`config.mk`:
```
export PLATFORM = sky130hd
export DESIGN_NAME = wegs_mac
export DESIGN_NICKNAME = d
export VERILOG_FILES = /design/src/hw/rtl/weighted_embedding_gather_sum_top_macros.svh /design/src/hw/rtl/wegs_pkg.sv /design/src/hw/rtl/wegs_mac.sv
export SDC_FILE = /design/constraint.sdc
export NUM_CORES = 1
export LEC_CHECK = 0
export BUFFER_PORTS_ARGS = -buffer_cell sky130_fd_sc_hd__buf_2
export CAP_MARGIN = 10
export CORE_UTILIZATION = 34
export DETAILED_ROUTE_END_ITERATION = 12
export SETUP_SLACK_MARGIN = 0.4
export SYNTH_ARGS = -nofsm -noshare
export SYNTH_HDL_FRONTEND = slang
export SYNTH_SLANG_ARGS = --single-unit
```
`constraint.sdc`:
```
create_clock -name clk -period 26.6 [get_ports clk]
set_input_delay 6.65 -clock clk [delete_from_list [all_inputs] [get_ports clk]]
set_output_delay 6.65 -clock clk [all_outputs]
set_load 0.02 [all_outputs]
```
`src/hw/rtl/weighted_embedding_gather_sum_top_macros.svh`:
```
// Assertion macros shared by the weighted embedding gather-sum RTL.
`ifndef WEIGHTED_EMBEDDING_GATHER_SUM_TOP_MACROS_SVH
`define WEIGHTED_EMBEDDING_GATHER_SUM_TOP_MACROS_SVH
`ifndef SYNTHESIS
// Same-cycle implication, disabled while reset is high.
`define WEGS_ASSERT_IMPLY(label, clk, rst, ante, cons) \
  label: assert property (@(posedge clk) disable iff (rst) (ante) |-> (cons)) \
    else $error("implication check failed");
// Next-cycle implication, disabled while reset is high.
`define WEGS_ASSERT_NEXT(label, clk, rst, ante, cons) \
  label: assert property (@(posedge clk) disable iff (rst) (ante) |=> (cons)) \
    else $error("next-cycle check failed");
`else
`define WEGS_ASSERT_IMPLY(label, clk, rst, ante, cons)
`define WEGS_ASSERT_NEXT(label, clk, rst, ante, cons)
`endif
`endif

```
`src/hw/rtl/wegs_pkg.sv`:
```
// Shared types and constants of the weighted embedding gather-sum block.
package wegs_pkg;

  localparam int MAX_EMIT = 16;
  localparam int EIDX_W   = 4;
  localparam int VAL_W    = 16;
  localparam int PROD_W   = 32;
  localparam int ACC_W    = 48;
  localparam int DIM_W    = 5;

  localparam logic [DIM_W-1:0] DIM_RESET = 5'd16;

  localparam logic signed [ACC_W-1:0] ACC_MAX = {1'b0, {(ACC_W-1){1'b1}}};
  localparam logic signed [ACC_W-1:0] ACC_MIN = {1'b1, {(ACC_W-1){1'b0}}};

  localparam logic OP_LOAD   = 1'b0;
  localparam logic OP_GATHER = 1'b1;

  // Tag that travels with one element through the multiply-accumulate pipeline.
  typedef struct packed {
    logic              valid;
    logic [EIDX_W-1:0] idx;
  } mac_ctl_t;

endpackage

```
`src/hw/rtl/wegs_mac.sv`:
```
// Shared multiply-accumulate unit: registered product, then a saturating add.
module wegs_mac
  import wegs_pkg::*;
(
  input  logic                    clk,
  input  logic                    rst,
  input  mac_ctl_t                issue,
  input  logic signed [VAL_W-1:0] tbl_data,
  input  logic signed [VAL_W-1:0] weight,
  input  logic signed [ACC_W-1:0] acc_in,
  output mac_ctl_t                wr,
  output logic signed [ACC_W-1:0] sum,
  output logic                    ovf,
  output logic                    busy
);

  mac_ctl_t                 rd_ctl;
  logic signed [PROD_W-1:0] prod;
  logic signed [ACC_W:0]    wide;

  // rd_ctl lines up with the table read data, wr with the product.
  always_ff @(posedge clk) begin
    if (rst) begin
      rd_ctl <= '0;
      wr     <= '0;
    end else begin
      rd_ctl <= issue;
      wr     <= rd_ctl;
    end
    prod <= tbl_data * weight;
  end

  always_comb begin
    wide = {acc_in[ACC_W-1], acc_in} + {{(ACC_W+1-PROD_W){prod[PROD_W-1]}}, prod};
    ovf  = wide[ACC_W] ^ wide[ACC_W-1];
    if (ovf) begin
      sum = wide[ACC_W] ? ACC_MIN : ACC_MAX;
    end else begin
      sum = wide[ACC_W-1:0];
    end
  end

  assign busy = rd_ctl.valid | wr.valid;

endmodule

```
Word level (Yosys, flattened, before mapping)
Index checks and enable logic that the tools add are counted.
{"block": "totals", "regBits": 42, "latch_bits": 0, "ramBits": 0, "rom_bits": 0, "mem_count": 0}
{"block": "classes", "n_addsub": 1, "multipliers": 1, "n_div": 0, "n_lt_le_gt_ge": 0, "n_eq_ne": 0, "shift": 0, "mux": 2, "bitwise_logic": 2, "reduce_logical": 0}
{"op": "2-to-1 mux 48 bit", "n": 2}
{"op": "adder 48 x 32 -> 49 bit", "n": 1}
{"op": "multiplier 16 x 16 -> 32 bit", "n": 1}
{"op": "OR 1 bit", "n": 1}
{"op": "bitwise XOR 1 bit", "n": 1}

Depth between registers and ports, before layout
Gate-level depths: netlist (run 1).
{"block": "depth", "ltp_word": 3, "depth_mapped": 24}

Worst setup path before layout (run 1)
No wires, ideal clock.
{"block": "synth_path", "path_type": "input-to-output", "startpoint": "input acc_in[18]", "endpoint": "output sum[42]", "arrival_ps": 9707, "t_required_ps": 19950, "slack_ps": 10243, "stages": 12, "path_buffers": 1, "path_cell_list": "ha_1 buf_6 a2111oi_4 o21a_1 o31a_1 or3b_1 o21ai_2 o221a_4 o31ai_4 a311oi_4 xnor2_1 o31ai_1"}
{"block": "synth_between", "elab_chain_len": 3, "word_cells_on_any_way": 4}
{"item": "start: declaration", "line": "wegs_mac.sv:10", "source": "input logic signed [ACC_W-1:0] acc_in,"}
{"item": "adder 48 x 32 -> 49 bit", "line": "wegs_mac.sv:34", "source": "wide = {acc_in[ACC_W-1], acc_in} + {{(ACC_W+1-PROD_W){prod[PROD_W-1]}}, prod};"}
{"item": "bitwise XOR 1 bit", "line": "wegs_mac.sv:35", "source": "ovf = wide[ACC_W] ^ wide[ACC_W-1];"}
{"item": "via ovf", "line": "wegs_mac.sv:13", "source": "output logic ovf,"}
{"item": "2-to-1 mux 48 bit", "line": "wegs_mac.sv:36", "source": "if (ovf) begin"}
{"item": "end: declaration", "line": "wegs_mac.sv:12", "source": "output logic signed [ACC_W-1:0] sum,"}
The timed path passes the listed nets, and every way through them passes these cells.

Worst setup path after layout (run 1)
{"block": "layout_path", "startpoint": "input acc_in[18]", "endpoint": "output sum[6]"}
{"block": "layout_between", "elab_chain_len": 3, "word_cells_on_any_way": 4}
{"item": "adder 48 x 32 -> 49 bit (*)", "line": "wegs_mac.sv:34"}
{"item": "2-to-1 mux 48 bit or bitwise XOR 1 bit (tied branches)", "line": "wegs_mac.sv:37, wegs_mac.sv:35"}
{"item": "2-to-1 mux 48 bit (*)", "line": "wegs_mac.sv:36"}
Every way passes the cells marked *; elsewhere a longest branch is shown, timed or not.

==> qor.yml, run 1 <==
layout_common_cells: "inv_1 (307), fa_1 (263), nand2_1 (164), buf_2 (141), ha_1 (130)"
slew_headroom_pct: 47.61
die_w_um: 203.2
clkSlewWorstSetupHoldPaths_ps: 60
insertion_delay_ps: 290
finalWirelength_mm: 34.48
final-setup-viol-count: 0
timing.fmax_mhz: 57.79
synth-async-reset-ratio_pct: 0
crit_type: "input pin to output pin"
crit_path_top_delay_cell: "mux2i_4"
ys_warn_count: 0
postCtsHoldBufs: 0
grt.overflow.total: 0
cts_tree: "done"
drive_above_1_share_pct: 11.16
ys_seq_area_share_pct: 6.109
grt_pass1_vias: 11732
final_common_cell: "inv_1"
routedWlPerCell_um: 15.73
drt_iter0_drc: 466
wl_met2_mm: 17.13
maxCapViolCount: 0
gp_congestion: 0.8878
status: "finished clean"
core-area_mm2: 0.03982
final_max_slew_viol_count: 0
port_buffers: 141
cts_sinks: 42
dieHeight_um: 203.2
cts.htree.levels: 2
postRouteAntennaNets: 0
drc: 0
antenna_found_initial: 1
syn_inst: 1573
grt_pass1_wl_mm: 58.24
crit_fanout: 33
ys.flop_type: "dfxtp_1"
hold_viol: 0
highest_layer: "met4"
fin_crit_sh_pct: 65.05
ys_types: 61
area_growth_pct: 9.655
vias: 10770
first_pass_iters: 5
grt.total_usage_pct: 17.51
rows: 73
clock_path_buffers: 2
path_delay_family: "compound AO/OA/AOI/OAI gates"
final.min_clock_period_ps: 17300
placedCellCount: 2184
crit_chain: "buf_2, ha_1, a2111oi_4, o21a_1, o31a_1, or3b_1, o21ai_2, o221a_4, o31ai_4, a311oi_4, mux2i_4, buf_4, o21ai_0, buf_2"
grt_start_max_net_pins: 46
n_antenna_cell: 0
root_buffer: "clkbuf_16"
cts_setup_buffers: 0
cts_resized: 0
numCtsBuffers: 5
wl_met1_mm: 15.19
avgSynthCellArea_um2: 8.750
crit_arrival_ps: 10650
hp-class: "flip-flop to flip-flop"
end_kind: "output pin"
netlist_area_mm2: 0.01376
skew_ps: 4.013
layoutNonFillerInstCount: 2192
worst-path-buf-inv: 3
io-pin-count: 142
syn-num-nets: 2053
ys_seq_elements: 42
initial_core_util_pct: 34.56
worstSetupStartpointType: "input pin"
fin_util_pct: 37.90
die-area_mm2: 0.04129
cpPeakStageDelay_ps: 650
cp_data_required_time_ps: 19950
vias_per_cell: 4.913
tightest_slew_ps: 777.6
dp_hpwl_mm: 28.66
rsz0062_at_grt: "false"
nets: 2146
synth_edf_count: 0
wl_met3_mm: 1.443
cpMostUsedCell: "buf_2"
tns_ps: 0
## path summary, 6_finish.rpt
kind	start	endpoint	slack, ps	cells after the start
max reg2reg	rd_ctl[4]	wr[4]	26050	1
max	acc_in[18]	sum[6]	9300	14
min	rd_ctl[3]	wr[3]	440	1
min reg2reg	rd_ctl[3]	wr[3]	440	1
## final cells by class
class / instances / area (um2)
Fill cell: 4173 / 24730
Multi-Input combinational cell: 1167 / 11530
Inverter: 307 / 1152
Sequential cell: 42 / 840.8
Timing Repair Buffer: 143 / 720.7
Tap cell: 525 / 656.9
Clock buffer: 5 / 125.1
Clock inverter: 3 / 68.82
## routing by layer
metal	GRT usage, %	vias to the layer above
met1	22.67	5356
met2	31.48	265
li1	-	5109
met5	0	-
met4	4.592	0
met3	1.103	40
## cells by family after synthesis
kind of cell / after synthesis / synth area share [%]
and+or+nand+nor: 416 / 15.00
DFF: 42 / 6.109
muxes: 4 / 0.3272
buffers and inverters: 364 / 10.29
xor gates and xnor gates: 77 / 4.900
AOI/OAI and AO/OA: 277 / 13.30
adders and majority gates: 393 / 50.07
## sequential cells by signal (all words and copies together), names as in the netlist
register	count
rd_ctl	5
prod	32
wr	5
## synthesized netlist by cell type (all sizes together) (12+ instances only)
cell	count	area [um2]
nor2b	20	125.1
nand2	164	615.6
xnor2	43	376.6
nand3	13	65.06
xor2	34	297.8
clkbuf	46	173.9
a21o	31	235.2
fa	263	5265
a21oi	82	414.2
ha	130	1627
dfxtp	42	840.8
o21bai	15	112.6
inv	307	1152
o21ai	82	474.2
nor2	48	180.2
and2	127	794.5
o21a	12	90.09
## metrics by stage
| step | cell area [um2] | hold slack, ps | worst slack [ps] |
|---|---|---|---|
| floorplan | 13760 | 413.8 | 10240 |
| global placement | 14900 | 416.6 | 9475 |
| detailed placement | 14900 | 428.6 | 9300 |
| CTS | 15090 | 445.2 | 9291 |
| global route | 15090 | 466.8 | 9018 |
| finish | 15090 | 443.6 | 9296 |
Power of run 1 is not shown: default switching activity piles up to over one toggle a cycle in this logic, so the estimate is an artifact.
==> run 2, diff against run 1 <==
clock period = 16.65 ns   (was 26.6 ns; I/O delays follow)
==> qor.yml, run 2 (same netlist as run 1, synthesis figures left out) <==
status: "finished clean"
drc: 0
tightest_slew_ps: 923.3
timing.fmax_mhz: 80.91
rsz0062_at_grt: "false"
insertion_delay_ps: 290
die_w_um: 203.2
hold_path_depth: 1
cts_sinks: 42
r2r_start: "rd_ctl[4]"
numCtsBuffers: 5
skew_ps: 6.557
setup_ws_ps: 4291
top_regs: "prod (32), rd_ctl (5), wr (5)"
grt.total_usage_pct: 17.59
largest_register: "prod"
hp-class: "flip-flop to flip-flop"
antenna_found_initial: 1
gp_congestion: 0.8880
end_kind: "output pin"
grt_pass1_wl_mm: 58.50
io-pin-count: 142
cts_setup_buffers: 0
port_buffers: 141
largest_reg_flops: 32
worstSetupStartpointType: "input pin"
final_max_slew_viol_count: 0
fin_crit_sh_pct: 74.23
postRouteAntennaNets: 0
tns_ps: 0
cts_resized: 0
final-setup-viol-count: 0
grt_pass1_vias: 11763
grt_start_max_net_pins: 46
core-area_mm2: 0.03982
cp-startpoint: "acc_in[18]"
vias_per_cell: 4.964
dieHeight_um: 203.2
slew_headroom_pct: 37.79
place_ws_ps: 4321
drt_iter0_drc: 499
crit_type: "input pin to output pin"
die-area_mm2: 0.04129
layout_common_cells: "inv_1 (307), fa_1 (263), nand2_1 (164), buf_2 (141), ha_1 (130)"
grt.overflow.total: 0
rows: 73
hold_viol: 0
drive_above_1_share_pct: 11.16
routedWlPerCell_um: 15.85
area_growth_pct: 9.655
clock_path_buffers: 2
initial_core_util_pct: 34.56
cts.htree.levels: 2
nets: 2146
dp_hpwl_mm: 28.67
worstHoldStart: "rd_ctl[0]"
n_antenna_cell: 0
cp_data_required_time_ps: 12490
reg2reg_depth: 1
final_common_cell: "inv_1"
root_buffer: "clkbuf_16"
maxCapViolCount: 0
final.min_clock_period_ps: 12360
postCtsHoldBufs: 0
crit_arrival_ps: 8200
crit_fanout: 33
vias: 10882
first_pass_iters: 7
cts_tree: "done"
finalWirelength_mm: 34.74
n_fill_cell: 4135
clkSlewWorstSetupHoldPaths_ps: 70
## run 2: critical path, stage by stage
cell	delay (ps)
buf_2	120
ha_1	430
a2111oi_4	330
o21a_1	190
o31a_1	170
or3b_1	360
o21ai_2	190
o221a_4	240
o31ai_4	90
a311oi_4	470
mux2i_4	660
buf_4	430
o21ai_0	150
buf_2	190
## run 2: worst paths after layout
path                            endpoint  slack, ps
worst max-delay path              sum[5]       4290
worst min-delay path               wr[0]        430
worst max register to register     wr[4]      16110
worst min register to register     wr[0]        430
## run 2: layer usage
layer / up-vias / wire (um) / track usage [%]
li1: 5106 / - / -
met1: 5460 / 15260 / 22.81
met2: 274 / 17160 / 31.57
met3: 42 / 1574 / 1.262
met4: 0 / 747 / 4.431
met5: - / 0 / 0
## run 2: per-stage QoR
stage               utilization [%]  hold WS, ps  cells  instance area (um2)
floorplan                         -        413.8   1573                13760
global route                  37.90        455.5   2192                15090
CTS                           37.90        434.9   2192                15090
global placement              37.41        416.9   2184                14900
detailed placement            37.41        424.7   2184                14900
finish                        37.90        431.5   2192                15090
## run 2: final cells by class
class | count | area, um2 | share of cell area, %
sequential | 42 | 840.8 | 5.571
tap | 525 | 656.9 | 4.353
multi-input combinational | 1167 | 11530 | 76.38
clock buffer | 5 | 125.1 | 0.8290
inverter | 307 | 1152 | 7.636
timing repair buffer | 143 | 720.7 | 4.775
clock inverter | 3 | 68.82 | 0.4560
Power of run 2 is left out for the same reason.
